## src/vnf_pkg.sv

```systemverilog
// ----------------------------------------------------------------------------
// vnf_pkg: shared types and constants for the fractal value noise core
// Holds the hash constants, fixed-point widths, the top-level state type and
// the step codes of the per-octave sequencer.
// ----------------------------------------------------------------------------
package vnf_pkg;

  // Fixed-point formats.
  localparam int COORD_W  = 32;
  localparam int SCALED_W = 48;
  localparam int FRAC_W   = 16;
  localparam int VALUE_W  = 24;
  localparam int CFG_W    = 4;
  localparam int WEIGHT_W = 17;
  localparam int MAC_W    = 48;

  localparam logic [CFG_W-1:0]    CFG_RESET  = 4'd4;
  localparam logic [VALUE_W-1:0]  VALUE_MAX  = 24'hFF_FFFF;
  localparam logic [WEIGHT_W-1:0] ONE_Q16    = 17'h1_0000;
  localparam logic [17:0]         THREE_Q16  = 18'd196608;

  // Lattice hash constants.
  localparam logic [31:0] HASH_MUL_X = 32'd374761393;
  localparam logic [31:0] HASH_MUL_Z = 32'd668265263;
  localparam logic [31:0] HASH_MUL_S = 32'd2147483647;
  localparam logic [31:0] HASH_MIX   = 32'd1274126177;

  // Top-level control states.
  typedef enum logic [1:0] {
    ST_IDLE,
    ST_OCT,
    ST_DIV,
    ST_DONE
  } core_state_t;

  // One multiplier operation per step of an octave.
  typedef enum logic [4:0] {
    STEP_PX,
    STEP_PZ,
    STEP_PS,
    STEP_FX2,
    STEP_WX,
    STEP_FZ2,
    STEP_WZ,
    STEP_H00,
    STEP_H10,
    STEP_H01,
    STEP_H11,
    STEP_A0,
    STEP_A1,
    STEP_B0,
    STEP_B1,
    STEP_C0,
    STEP_C1
  } step_t;

endpackage

```

## src/vnf_octave_engine.sv

```systemverilog
// ----------------------------------------------------------------------------
// vnf_octave_engine: per-octave noise evaluation on one shared multiplier
// A small sequencer walks seventeen steps per octave through a single
// 32x32 multiply-accumulate unit and folds each octave into a weighted sum.
// ----------------------------------------------------------------------------
module vnf_octave_engine #(
  parameter int MAX_OCTAVES = 8,
  localparam int OCT_W = $clog2(MAX_OCTAVES + 1),
  localparam int ACC_W = vnf_pkg::VALUE_W + MAX_OCTAVES
) (
  input  logic                                clk,
  input  logic                                rst,
  input  logic                                start,
  input  logic signed [vnf_pkg::COORD_W-1:0]  coord_x,
  input  logic signed [vnf_pkg::COORD_W-1:0]  coord_z,
  input  logic [31:0]                         noise_seed,
  input  logic [OCT_W-1:0]                    octaves,
  output logic                                done,
  output logic [ACC_W-1:0]                    acc
);
  import vnf_pkg::*;

  // Sequencer state.
  logic             busy;
  step_t            step;
  logic [OCT_W-1:0] oct;
  logic [OCT_W-1:0] n_oct;

  // Per-octave working registers.
  logic [SCALED_W-1:0] sx;
  logic [SCALED_W-1:0] sz;
  logic [31:0]         seed_oct;
  logic [31:0]         pxs;
  logic [31:0]         pz;
  logic [FRAC_W-1:0]   f2;
  logic [WEIGHT_W-1:0] wx;
  logic [WEIGHT_W-1:0] wz;
  logic [VALUE_W-1:0]  v00;
  logic [VALUE_W-1:0]  v10;
  logic [VALUE_W-1:0]  v01;
  logic [VALUE_W-1:0]  v11;
  logic [VALUE_W-1:0]  ba;
  logic [VALUE_W-1:0]  bb;
  logic [MAC_W-1:0]    part;

  // Shared multiply-accumulate unit.
  logic [31:0]         mul_a;
  logic [31:0]         mul_b;
  logic [MAC_W-1:0]    mul_add;
  logic [63:0]         prod;
  logic [MAC_W-1:0]    mac;
  logic [31:0]         base;
  logic [31:0]         mix_in;
  logic [31:0]         mix_out;
  logic [VALUE_W-1:0]  hash_val;
  logic [VALUE_W-1:0]  blend_val;
  logic [FRAC_W-1:0]   fx;
  logic [FRAC_W-1:0]   fz;
  logic [WEIGHT_W-1:0] wx_inv;
  logic [WEIGHT_W-1:0] wz_inv;

  assign fx     = sx[FRAC_W-1:0];
  assign fz     = sz[FRAC_W-1:0];
  assign wx_inv = ONE_Q16 - wx;
  assign wz_inv = ONE_Q16 - wz;

  // Operand selection for the current step. The +1 lattice corners reuse the
  // base products: (x0+1)*MX equals x0*MX + MX modulo 2^32.
  always_comb begin
    base = pxs + pz
         + (((step == STEP_H10) || (step == STEP_H11)) ? HASH_MUL_X : 32'd0)
         + (((step == STEP_H01) || (step == STEP_H11)) ? HASH_MUL_Z : 32'd0);
    mix_in  = base ^ (base >> 13);
    mul_a   = '0;
    mul_b   = '0;
    mul_add = '0;
    case (step)
      STEP_PX: begin
        mul_a = sx[SCALED_W-1:FRAC_W];
        mul_b = HASH_MUL_X;
      end
      STEP_PZ: begin
        mul_a = sz[SCALED_W-1:FRAC_W];
        mul_b = HASH_MUL_Z;
      end
      STEP_PS: begin
        mul_a   = seed_oct;
        mul_b   = HASH_MUL_S;
        mul_add = MAC_W'(pxs);
      end
      STEP_FX2: begin
        mul_a = 32'(fx);
        mul_b = 32'(fx);
      end
      STEP_WX: begin
        mul_a = 32'(f2);
        mul_b = 32'(THREE_Q16 - {1'b0, fx, 1'b0});
      end
      STEP_FZ2: begin
        mul_a = 32'(fz);
        mul_b = 32'(fz);
      end
      STEP_WZ: begin
        mul_a = 32'(f2);
        mul_b = 32'(THREE_Q16 - {1'b0, fz, 1'b0});
      end
      STEP_H00, STEP_H10, STEP_H01, STEP_H11: begin
        mul_a = mix_in;
        mul_b = HASH_MIX;
      end
      STEP_A0: begin
        mul_a = 32'(v00);
        mul_b = 32'(wx_inv);
      end
      STEP_A1: begin
        mul_a   = 32'(v10);
        mul_b   = 32'(wx);
        mul_add = part;
      end
      STEP_B0: begin
        mul_a = 32'(v01);
        mul_b = 32'(wx_inv);
      end
      STEP_B1: begin
        mul_a   = 32'(v11);
        mul_b   = 32'(wx);
        mul_add = part;
      end
      STEP_C0: begin
        mul_a = 32'(ba);
        mul_b = 32'(wz_inv);
      end
      STEP_C1: begin
        mul_a   = 32'(bb);
        mul_b   = 32'(wz);
        mul_add = part;
      end
      default: begin
        mul_a = '0;
      end
    endcase
  end

  assign prod      = mul_a * mul_b;
  assign mac       = prod[MAC_W-1:0] + mul_add;
  assign mix_out   = mac[31:0] ^ (mac[31:0] >> 16);
  assign hash_val  = mix_out[VALUE_W-1:0];
  assign blend_val = mac[FRAC_W+VALUE_W-1:FRAC_W];

  // Sequencer and working registers.
  always_ff @(posedge clk) begin
    if (rst) begin
      busy <= 1'b0;
      done <= 1'b0;
      step <= STEP_PX;
    end else begin
      done <= 1'b0;
      if (start) begin
        busy     <= 1'b1;
        step     <= STEP_PX;
        oct      <= '0;
        n_oct    <= octaves;
        acc      <= '0;
        sx       <= {{(SCALED_W-COORD_W){coord_x[COORD_W-1]}}, coord_x};
        sz       <= {{(SCALED_W-COORD_W){coord_z[COORD_W-1]}}, coord_z};
        seed_oct <= noise_seed;
      end else if (busy) begin
        case (step)
          STEP_PX:  pxs <= mac[31:0];
          STEP_PZ:  pz  <= mac[31:0];
          STEP_PS:  pxs <= mac[31:0];
          STEP_FX2: f2  <= mac[2*FRAC_W-1:FRAC_W];
          STEP_WX:  wx  <= mac[FRAC_W+WEIGHT_W-1:FRAC_W];
          STEP_FZ2: f2  <= mac[2*FRAC_W-1:FRAC_W];
          STEP_WZ:  wz  <= mac[FRAC_W+WEIGHT_W-1:FRAC_W];
          STEP_H00: v00 <= hash_val;
          STEP_H10: v10 <= hash_val;
          STEP_H01: v01 <= hash_val;
          STEP_H11: v11 <= hash_val;
          STEP_A0:  part <= mac;
          STEP_A1:  ba  <= blend_val;
          STEP_B0:  part <= mac;
          STEP_B1:  bb  <= blend_val;
          STEP_C0:  part <= mac;
          STEP_C1:  acc <= {acc[ACC_W-2:0], 1'b0} + ACC_W'(blend_val);
          default:  part <= mac;
        endcase

        // Advance the step, or close the octave and move to the next one.
        if (step == STEP_C1) begin
          step <= STEP_PX;
          if (oct + 1'b1 == n_oct) begin
            busy <= 1'b0;
            done <= 1'b1;
          end else begin
            oct      <= oct + 1'b1;
            sx       <= {sx[SCALED_W-2:0], 1'b0};
            sz       <= {sz[SCALED_W-2:0], 1'b0};
            seed_oct <= seed_oct + 32'd1;
          end
        end else begin
          step <= step_t'(step + 5'd1);
        end
      end
    end
  end

endmodule

```

## src/vnf_divider.sv

```systemverilog
// ----------------------------------------------------------------------------
// vnf_divider: iterative restoring divider
// Produces one quotient bit per cycle by shift and conditional subtract.
// ----------------------------------------------------------------------------
module vnf_divider #(
  parameter int ACC_W = 32,
  parameter int DIV_W = 8,
  localparam int CNT_W = $clog2(ACC_W + 1)
) (
  input  logic             clk,
  input  logic             rst,
  input  logic             start,
  input  logic [ACC_W-1:0] dividend,
  input  logic [DIV_W-1:0] divisor,
  output logic             done,
  output logic [ACC_W-1:0] quotient
);
  import vnf_pkg::*;

  logic             busy;
  logic [CNT_W-1:0] count;
  logic [DIV_W-1:0] rem;
  logic [DIV_W-1:0] dvs;
  logic [DIV_W:0]   rem_sh;
  logic [DIV_W:0]   rem_sub;
  logic             q_bit;

  // Trial subtraction of the divisor from the shifted partial remainder.
  assign rem_sh  = {rem, quotient[ACC_W-1]};
  assign rem_sub = rem_sh - {1'b0, dvs};
  assign q_bit   = (rem_sh >= {1'b0, dvs});

  always_ff @(posedge clk) begin
    if (rst) begin
      busy <= 1'b0;
      done <= 1'b0;
    end else begin
      done <= 1'b0;
      if (start) begin
        busy     <= 1'b1;
        count    <= CNT_W'(ACC_W);
        rem      <= '0;
        dvs      <= divisor;
        quotient <= dividend;
      end else if (busy) begin
        rem      <= q_bit ? rem_sub[DIV_W-1:0] : rem_sh[DIV_W-1:0];
        quotient <= {quotient[ACC_W-2:0], q_bit};
        count    <= count - 1'b1;
        if (count == CNT_W'(1)) begin
          busy <= 1'b0;
          done <= 1'b1;
        end
      end
    end
  end

endmodule

```

## src/value_noise_fbm_2d_core.sv

```systemverilog
// ----------------------------------------------------------------------------
// value_noise_fbm_2d_core: fractal two-dimensional value noise
// Evaluates hashed lattice value noise over several octaves in fixed point
// and returns the normalized sum in unsigned Q0.24.
// ----------------------------------------------------------------------------
// Usage:
//   The input channel (in_valid / in_stall) carries one point (coord_x,
//   coord_z in signed Q16.16) and a seed per transfer. The output channel
//   (out_valid / out_stall) carries one noise_value per input transfer, in
//   order. The octave count is written through cfg_we / cfg_wdata while the
//   core is idle; values above MAX_OCTAVES act as MAX_OCTAVES.
//   With n = 0 the result is 0 and no octave or division runs. Each
//   octave takes seventeen passes through the single shared multiplier, and
//   the final normalization is a restoring divider giving one bit per cycle.
//   One item is in work at a time: in_stall is high from the input transfer
//   until the result moves into the output register. A result held by a
//   stalled receiver does not block the next input transfer; the following
//   result waits in the core until the output register frees up.
//   Reset (rst, synchronous) empties the core and the output register and
//   sets the octave count to 4.
// ----------------------------------------------------------------------------
module value_noise_fbm_2d_core #(
  parameter int MAX_OCTAVES = 8
) (
  input  logic                                clk,
  input  logic                                rst,
  input  logic                                cfg_we,
  input  logic [vnf_pkg::CFG_W-1:0]           cfg_wdata,
  input  logic                                in_valid,
  output logic                                in_stall,
  input  logic signed [vnf_pkg::COORD_W-1:0]  coord_x,
  input  logic signed [vnf_pkg::COORD_W-1:0]  coord_z,
  input  logic [31:0]                         noise_seed,
  output logic                                out_valid,
  input  logic                                out_stall,
  output logic [vnf_pkg::VALUE_W-1:0]         noise_value
);
  import vnf_pkg::*;

  localparam int OCT_W  = $clog2(MAX_OCTAVES + 1);
  localparam int ACC_W  = VALUE_W + MAX_OCTAVES;
  localparam int DIV_W  = MAX_OCTAVES;
  localparam int DIV_W1 = DIV_W + 1;

  // Configuration and control registers.
  logic [CFG_W-1:0]   octave_count;
  core_state_t        state;
  core_state_t        state_next;
  logic [OCT_W-1:0]   n_oct;
  logic [VALUE_W-1:0] result;
  logic [VALUE_W-1:0] result_next;

  logic               in_accept;
  logic               out_load;
  logic [OCT_W-1:0]   n_eff;
  logic               eng_start;
  logic               eng_done;
  logic [ACC_W-1:0]   eng_acc;
  logic               div_start;
  logic               div_done;
  logic [ACC_W-1:0]   div_quo;
  logic [DIV_W1-1:0]  pow;
  logic [DIV_W-1:0]   divisor;

  // Octave count register.
  always_ff @(posedge clk) begin
    if (rst) begin
      octave_count <= CFG_RESET;
    end else if (cfg_we) begin
      octave_count <= cfg_wdata;
    end
  end

  // Saturate the configured count to what the hardware supports.
  assign n_eff = ({1'b0, octave_count} > (CFG_W+1)'(MAX_OCTAVES)) ?
                 OCT_W'(MAX_OCTAVES) : OCT_W'(octave_count);

  // Weight total 2^n - 1 for the normalizing division.
  assign pow     = DIV_W1'(1) << n_oct;
  assign divisor = DIV_W'(pow - DIV_W1'(1));

  vnf_octave_engine #(
    .MAX_OCTAVES (MAX_OCTAVES)
  ) u_engine (
    .clk        (clk),
    .rst        (rst),
    .start      (eng_start),
    .coord_x    (coord_x),
    .coord_z    (coord_z),
    .noise_seed (noise_seed),
    .octaves    (n_eff),
    .done       (eng_done),
    .acc        (eng_acc)
  );

  vnf_divider #(
    .ACC_W (ACC_W),
    .DIV_W (DIV_W)
  ) u_divider (
    .clk      (clk),
    .rst      (rst),
    .start    (div_start),
    .dividend (eng_acc),
    .divisor  (divisor),
    .done     (div_done),
    .quotient (div_quo)
  );

  // Control state register and result holding register.
  always_ff @(posedge clk) begin
    if (rst) begin
      state <= ST_IDLE;
    end else begin
      state <= state_next;
    end
    result <= result_next;
    if (in_accept) begin
      n_oct <= n_eff;
    end
  end

  // Next state and control outputs.
  always_comb begin
    state_next  = state;
    result_next = result;
    in_stall    = 1'b1;
    eng_start   = 1'b0;
    div_start   = 1'b0;
    out_load    = 1'b0;
    in_accept   = 1'b0;
    case (state)
      ST_IDLE: begin
        in_stall  = 1'b0;
        in_accept = in_valid;
        if (in_valid) begin
          if (n_eff == '0) begin
            result_next = '0;
            state_next  = ST_DONE;
          end else begin
            eng_start  = 1'b1;
            state_next = ST_OCT;
          end
        end
      end
      ST_OCT: begin
        if (eng_done) begin
          div_start  = 1'b1;
          state_next = ST_DIV;
        end
      end
      ST_DIV: begin
        if (div_done) begin
          result_next = (div_quo > ACC_W'(VALUE_MAX)) ? VALUE_MAX : div_quo[VALUE_W-1:0];
          state_next  = ST_DONE;
        end
      end
      ST_DONE: begin
        if (!out_valid || !out_stall) begin
          out_load   = 1'b1;
          state_next = ST_IDLE;
        end
      end
      default: begin
        state_next = ST_IDLE;
      end
    endcase
  end

  // Output register: a new result loads when the previous one has left.
  always_ff @(posedge clk) begin
    if (rst) begin
      out_valid <= 1'b0;
    end else if (out_load) begin
      out_valid <= 1'b1;
    end else if (!out_stall) begin
      out_valid <= 1'b0;
    end
    if (out_load) begin
      noise_value <= result;
    end
  end

endmodule

```

## config.mk

```make
export PLATFORM = sky130hd
export DESIGN_NAME = value_noise_fbm_2d_core
export DESIGN_NICKNAME = d
export VERILOG_FILES = /design/src/vnf_pkg.sv /design/src/vnf_octave_engine.sv /design/src/vnf_divider.sv /design/src/value_noise_fbm_2d_core.sv
export SDC_FILE = /design/constraint.sdc
export NUM_CORES = 2
export LEC_CHECK = 0
export BUFFER_PORTS_ARGS = -buffer_cell sky130_fd_sc_hd__buf_2
export CAP_MARGIN = 0
export CORE_UTILIZATION = 50
export CTS_CLUSTER_DIAMETER = 40
export CTS_CLUSTER_SIZE = 10
export DETAILED_ROUTE_END_ITERATION = 10
export PLACE_DENSITY_LB_ADDON = 0.3
export SETUP_SLACK_MARGIN = 0.2
export SLEW_MARGIN = 5
export SYNTH_ARGS = -nofsm -noshare
export SYNTH_HDL_FRONTEND = slang
export SYNTH_HIERARCHICAL = 1
export SYNTH_SLANG_ARGS = --single-unit
```

## constraint.sdc

```tcl
create_clock -name clk -period 17.1 [get_ports clk]
set_input_delay 0.855 -clock clk [delete_from_list [all_inputs] [get_ports clk]]
set_output_delay 0.855 -clock clk [all_outputs]
set_load 0.005 [all_outputs]
```

; ---- Yosys cells after proc, flatten, opt, wreduce, memory -nomap -nowiden
; Cells that the tools add are included.
[classes]
muxes = 60
div = 0
n_bitwise = 8
shift = 1
magnitude_cmp = 3
n_reduce_logical = 42
mul = 1
add_sub_neg = 15
eq_ne = 28
[ops]
columns = operator, n
row1 = one-hot mux 32 bit (13 select lines), 1
row2 = 2-to-1 mux 48 bit, 8
row3 = one-hot mux 32 bit (12 select lines), 1
row4 = 2-to-1 mux 32 bit, 8
row5 = adder 32 bit, 3
row6 = 2-to-1 mux 24 bit, 4
row7 = one-hot mux 48 bit (2 select lines), 1
row8 = AND reduction 4 bit, 15
row9 = adder 48 bit, 1
row10 = multiplier 32 x 32 -> 48 bit, 1
row11 = one-hot mux 24 bit (2 select lines), 1
row12 = "== test 5 x 4 -> 1 bit, second input constant", 8
row13 = "subtractor 18 x 17 -> 19 bit, first input constant", 2
row14 = "subtractor 17 bit, first input constant", 2
row15 = "adder 32 x 1 -> 32 bit, second input constant", 1
row16 = adder 32 x 24 -> 32 bit, 1
row17 = "> comparator 32 x 24 -> 1 bit, second input constant", 1
row18 = XOR 32 x 19 -> 32 bit, 1
row19 = 2-to-1 mux 30 bit, 1
row20 = 2-to-1 mux 29 bit, 1
row21 = XOR 24 x 16 -> 24 bit, 1
row22 = "== test 5 x 3 -> 1 bit, second input constant", 4
row23 = 2-to-1 mux 1 bit, 20
row24 = 2-to-1 mux 4 bit, 4
row25 = other kinds (35), 67
[word_totals]
input_bits = 105
ramBits = 0
n_memories = 0
word_cells = 191
latchBits = 0
mem_bits_ro = 0
reg_bits = 596
output_inout_bits = 26

; ---- Logic depth before layout (Yosys ltp)
[depth]
depth_word = 12
depth_mapped = 65
depth_no_buf = 61

; ---- Modules after synthesis
; The synthesis kept the hierarchy.
[by_module_without_submodules]
columns = mod, area_each_um2, seq_area_each_um2, cells_per_inst, instances
row1 = vnf_octave_engine, 47190.3, 14133.6, 4506, 1
row2 = vnf_divider, 2751.4, 1661.6, 192, 1
row3 = value_noise_fbm_2d_core, 2342.2, 1701.6, 152, 1

; ---- Least setup slack after synthesis
; No wires, ideal clock.
[synth_timing]
kind = register to register
startpoint = reg u_engine.step[0]
endpoint = reg u_engine.acc[30], data pin
path_slack_ps = 2023
stages_incl_launch_ff = 59
setup_ps = 260
t_arrival_ps = 14817
period_less_slack_ps = 15077
required_ps = 16840
n_path_buf = 4
path_cell_list = dfxtp_1 ha_1 clkbuf_1 nor2_1 nor2_1 inv_1 fa_1 fa_1 inv_1 ha_1 clkbuf_1 a21oi_1 nor2_1 o21a_1 o31a_1 a31oi_1 o211ai_1 mux2i_1 [... 23 more ...] o21ai_0 a21o_1 a21oi_1 o21ai_0 a2111oi_0 nor2_1 xnor2_1 ha_1 and3_1 a211oi_1 nor2b_1 o21a_1 a31oi_1 a31oi_1 a31o_2 a21o_1 nand3_1 mux2_2
[synth_between]
elab_chain_len = 12
elab_cells_between_ends = 37
cone_classes = add/sub (4) / mul (1) / eq/ne (16) / mux (7) / bitwise (1) / reduce/logical (8)
[synth_lines]
columns = element, line
row1 = from (decl), vnf_octave_engine.sv:25  ; step_t step;
row2 = from (signal assigned), vnf_octave_engine.sv:202  ; step <= step_t'(step + 5'd1);
row3 = "== test 5 x 4 -> 1 bit, on equally long branches", "vnf_octave_engine.sv:71, vnf_octave_engine.sv:77, vnf_octave_engine.sv:72"
row4 = logical OR 1 bit, vnf_octave_engine.sv:71  ; + (((step == STEP_H10) || (step == STEP_H11)) ? HASH_MUL_X : 32'd0)
row5 = 2-to-1 mux 29 bit, vnf_octave_engine.sv:71
row6 = adder 32 bit, vnf_octave_engine.sv:71
row7 = adder 32 bit, vnf_octave_engine.sv:72  ; + (((step == STEP_H01) || (step == STEP_H11)) ? HASH_MUL_Z : 32'd0);
row8 = XOR 32 x 19 -> 32 bit, vnf_octave_engine.sv:73  ; mix_in = base ^ (base >> 13);
row9 = one-hot mux 32 bit (13 select lines), vnf_octave_engine.sv:77  ; case (step)
row10 = multiplier 32 x 32 -> 48 bit, vnf_octave_engine.sv:144  ; assign prod = mul_a * mul_b;
row11 = adder 48 bit *, vnf_octave_engine.sv:145  ; assign mac = prod[MAC_W-1:0] + mul_add;
row12 = via u_engine.mac[32], vnf_octave_engine.sv:51  ; logic [MAC_W-1:0] mac;
row13 = adder 32 x 24 -> 32 bit *, vnf_octave_engine.sv:185  ; STEP_C1: acc <= {acc[ACC_W-2:0], 1'b0} + ACC_W'(blend_val);
row14 = 2-to-1 mux 32 bit *, vnf_octave_engine.sv:168  ; case (step)
row15 = 2-to-1 mux 32 bit *, vnf_octave_engine.sv:167  ; end else if (busy) begin
row16 = to (signal assigned), vnf_octave_engine.sv:185
row17 = to (decl), vnf_octave_engine.sv:19  ; output logic [ACC_W-1:0] acc
; Mark *: on every way through the listed nets, which the timed path passes. The rest lies on a longest branch. The select of a mux whose other input is x is not followed.
; A chain may end at the register's enable or synchronous reset.

; ---- Worst setup path after layout
; Ends and elaborated chain as after synthesis.

==> metrics.txt <==
TritonRoute pass-1 iters 8; Clock Path Buffers 3; core area 0.1036 mm^2; crit-path max cell delay 0.72 ns; DRC Markers 0; slowest stage cell, crit path o41ai_2; startpoint types register; transition time of the tightest slew-check pin 1.257 ns; Worst-path clk slew 0.05 ns; Ports 131; gpl congestion 1.006; Clock Sinks 588; fmax 0.06225 GHz; Tot GR Track Use 30.89%; worst rel slew slack 15.31%; final setup vio count 0; die span in y 325.4 um; Synth Instances 4850; Hold Fails Final Rpt 0; H-tree depth 3; Synth Register Bits 588; CP Max Fanout 25; Initial Util 50.45%; Slew Limit Fails 0; Row Count 118; RSZ-0062 raised after global routing false; Via Count 37430; Die Wd 325.4 um; final WL 160500 um; largest net degree at the start of global routing 91; TNS Setup 0 ns; sequential share of the synthesized area 33.46%; initial antenna violation count 10; DR iter-0 viols 3892; Net Count, Synth 5901; dpl cells 6282; ys flop type edfxtp_1; Post-synth EDFFs 572; Worst path top cell family by delay adder cells; Required @ worst endpoint 17.48 ns; first-pass GRT wire length 242900 um; type of the tightest min-delay check reg2reg; CP endpoint kind register; crit path buf inv count 13; max cap viols 0; synth warn 6; Cell Area, Synth 0.05228 mm^2; synthesized area per cell 10.78 um^2; CTS tree built; Clock Latency Late Sink 0.64 ns; die area 0.1059 mm^2; remaining antenna violation count 0; Root Driver clkbuf_16; outcome completed; layout cells sized above 1 11.01%; Fin Clk Skew 0.04401 ns; final-stage net count 6034; distinct cell type count after synthesis 99; HPWL after DPL 123900 um; DR WL/cell 25.00 um; Worst Hold Margin 0.4163 ns; Final Cycle Share 93.94%; P&R area growth vs syn 10.09%; Data arrival, critical path 16.44 ns; Crit Path Class reg2reg; Port Buffers 130; cts bufs inserted 79; Tmin final 16.06 ns; Post-CTS Setup Inserts 0; gr ovfl total 0; Final Non-Filler Cells 6419; number of vias per cell 5.830; Crit path top cell by count inv_1; FFs w/ async S/R, synth 0%; vias in the first global route 38900
flip-flops by register name, indices dropped and copies added (netlist names), 32 cells and up:
register and flops:
u_engine/sx 48, u_engine/sz 48, u_engine/part 40, u_divider/quotient 32
u_engine/acc 32, u_engine/pxs 32, u_engine/pz 32, u_engine/seed_oct 32
layout make-up:
cell class | count | area, um^2
inverter | 881 | 3307
clock buffer | 104 | 2145
sequential | 588 | 17500
multi-input combinational | 3177 | 30960
timing repair buffer | 256 | 1597
tap | 1380 | 1727
fill | 8981 | 46080
antenna | 6 | 15.01
clock inverter | 27 | 315.3
layer usage:
layer	wire length (um)	vias up	part of all wire (%)	GRT usage, %
met3	16550	320	10	6.537
met4	6264	2	3.9	11.74
li1	-	16200	-	-
met2	72380	1978	45	48.01
met5	11	-	0.0069	0
met1	65270	18920	41	42.64
through the flow:
step	util [%]	setup WS [ns]	cell area, um^2
detailed placement	53.14	0.6957	55070
CTS	55.51	0.5980	57530
global route	55.52	0.3017	57550
finish	55.54	1.036	57560
global placement	53.14	0.7746	55070
floorplan	-	2.023	52280
cells in the final DEF, fill, tap and decap left out, types with 21 or more instances in the layout:
master | synthesis | layout
ha_1 | 254 | 253
nand2_1 | 380 | 380
mux2_2 | 97 | 97
nor2b_1 | 29 | 29
o21ai_0 | 126 | 124
nand2b_1 | 63 | 63
edfxtp_1 | 572 | 572
a21o_1 | 48 | 48
and2_1 | 24 | 22
buf_4 | 1 | 126
xor2_1 | 79 | 79
or3_1 | 24 | 24
a222oi_1 | 45 | 45
nor3_1 | 50 | 45
or2_2 | 21 | 21
nand3_1 | 59 | 59
xnor2_1 | 136 | 131
buf_2 | 21 | 130
o21a_1 | 37 | 37
a22oi_1 | 97 | 97
and3_1 | 46 | 46
fa_1 | 692 | 692
mux2i_1 | 32 | 32
nor2_1 | 464 | 453
clkbuf_16 | 0 | 82
clkbuf_1 | 163 | 21
inv_1 | 881 | 881
a21oi_1 | 104 | 102
cells by family after synthesis:
kind of cell	count (synthesis)	share of synthesized area [%]
mux	129	2.702
xor+xnor	224	3.980
compound gates	651	8.845
buf+inv	1085	7.847
flops	588	33.46
fa+ha+maj	946	32.57
simple gates	1227	10.59
synthesized netlist by cell type, drive strengths merged (6+ instances only):
cell type	instances	area, um^2
nor3	52	270.3
nand2	384	1451
mux2i	32	320.3
nand3	60	312.8
edfxtp	572	17180
nand4	12	81.33
dfxtp	16	320.3
buf	41	183.9
clkbuf	163	611.8
o21ai	140	704.4
or3	24	150.1
a222oi	45	450.4
o31ai	9	67.56
nor4	18	127.6
a22o	16	140.1
and2	24	150.1
a21oi	105	536.8
o21bai	19	142.6
nor2b	29	181.4
a221oi	21	190.2
and3	47	299.0
or2	26	162.7
nor3b	6	50.05
xnor2	137	1207
o211ai	11	82.58
o21a	37	277.8
xnor3	7	157.7
a2111oi	6	58.80
a211oi	17	145.1
ha	254	3178
nand2b	63	394.1
fa	692	13850
inv	881	3307
a31oi	12	90.09
xor2	79	691.9
mux2	97	1092
a21o	48	360.4
a22oi	97	728.2
a21boi	11	86.33
a211o	8	70.07
nor2	464	1742
final timing paths:
path	startpoint	to	slack (ns)	cells past startpoint
hold / removal	result[8]	noise_value[8]	0.42	0
setup / recovery	u_engine/step[0]	u_engine/acc[30]	1.04	59
hold reg to reg	result[8]	noise_value[8]	0.42	0
setup reg to reg	u_engine/step[0]	u_engine/acc[30]	1.04	59
worst reg2reg max path, delay by kind of cell, from the launching register on:
| kind | cells | cell delay, ns |
|---|---|---|
| mux | 1 | 0.33 |
| compound gates | 19 | 4.99 |
| flops | 1 | 0.41 |
| buf+inv | 13 | 1.88 |
| fa+ha+maj | 14 | 5.83 |
| xor+xnor | 3 | 1.02 |
| simple gates | 9 | 1.33 |
repair_timing:
action / CTS / global route
endpoints found under the setup margin: 0 / 11
hold endpoints to repair: 0 / 0
hold buffers: 0 / 0
gates resized for setup: 0 / 2
Power is not shown: default switching activity piles up to over one toggle a cycle in this logic, so the estimate is an artifact.
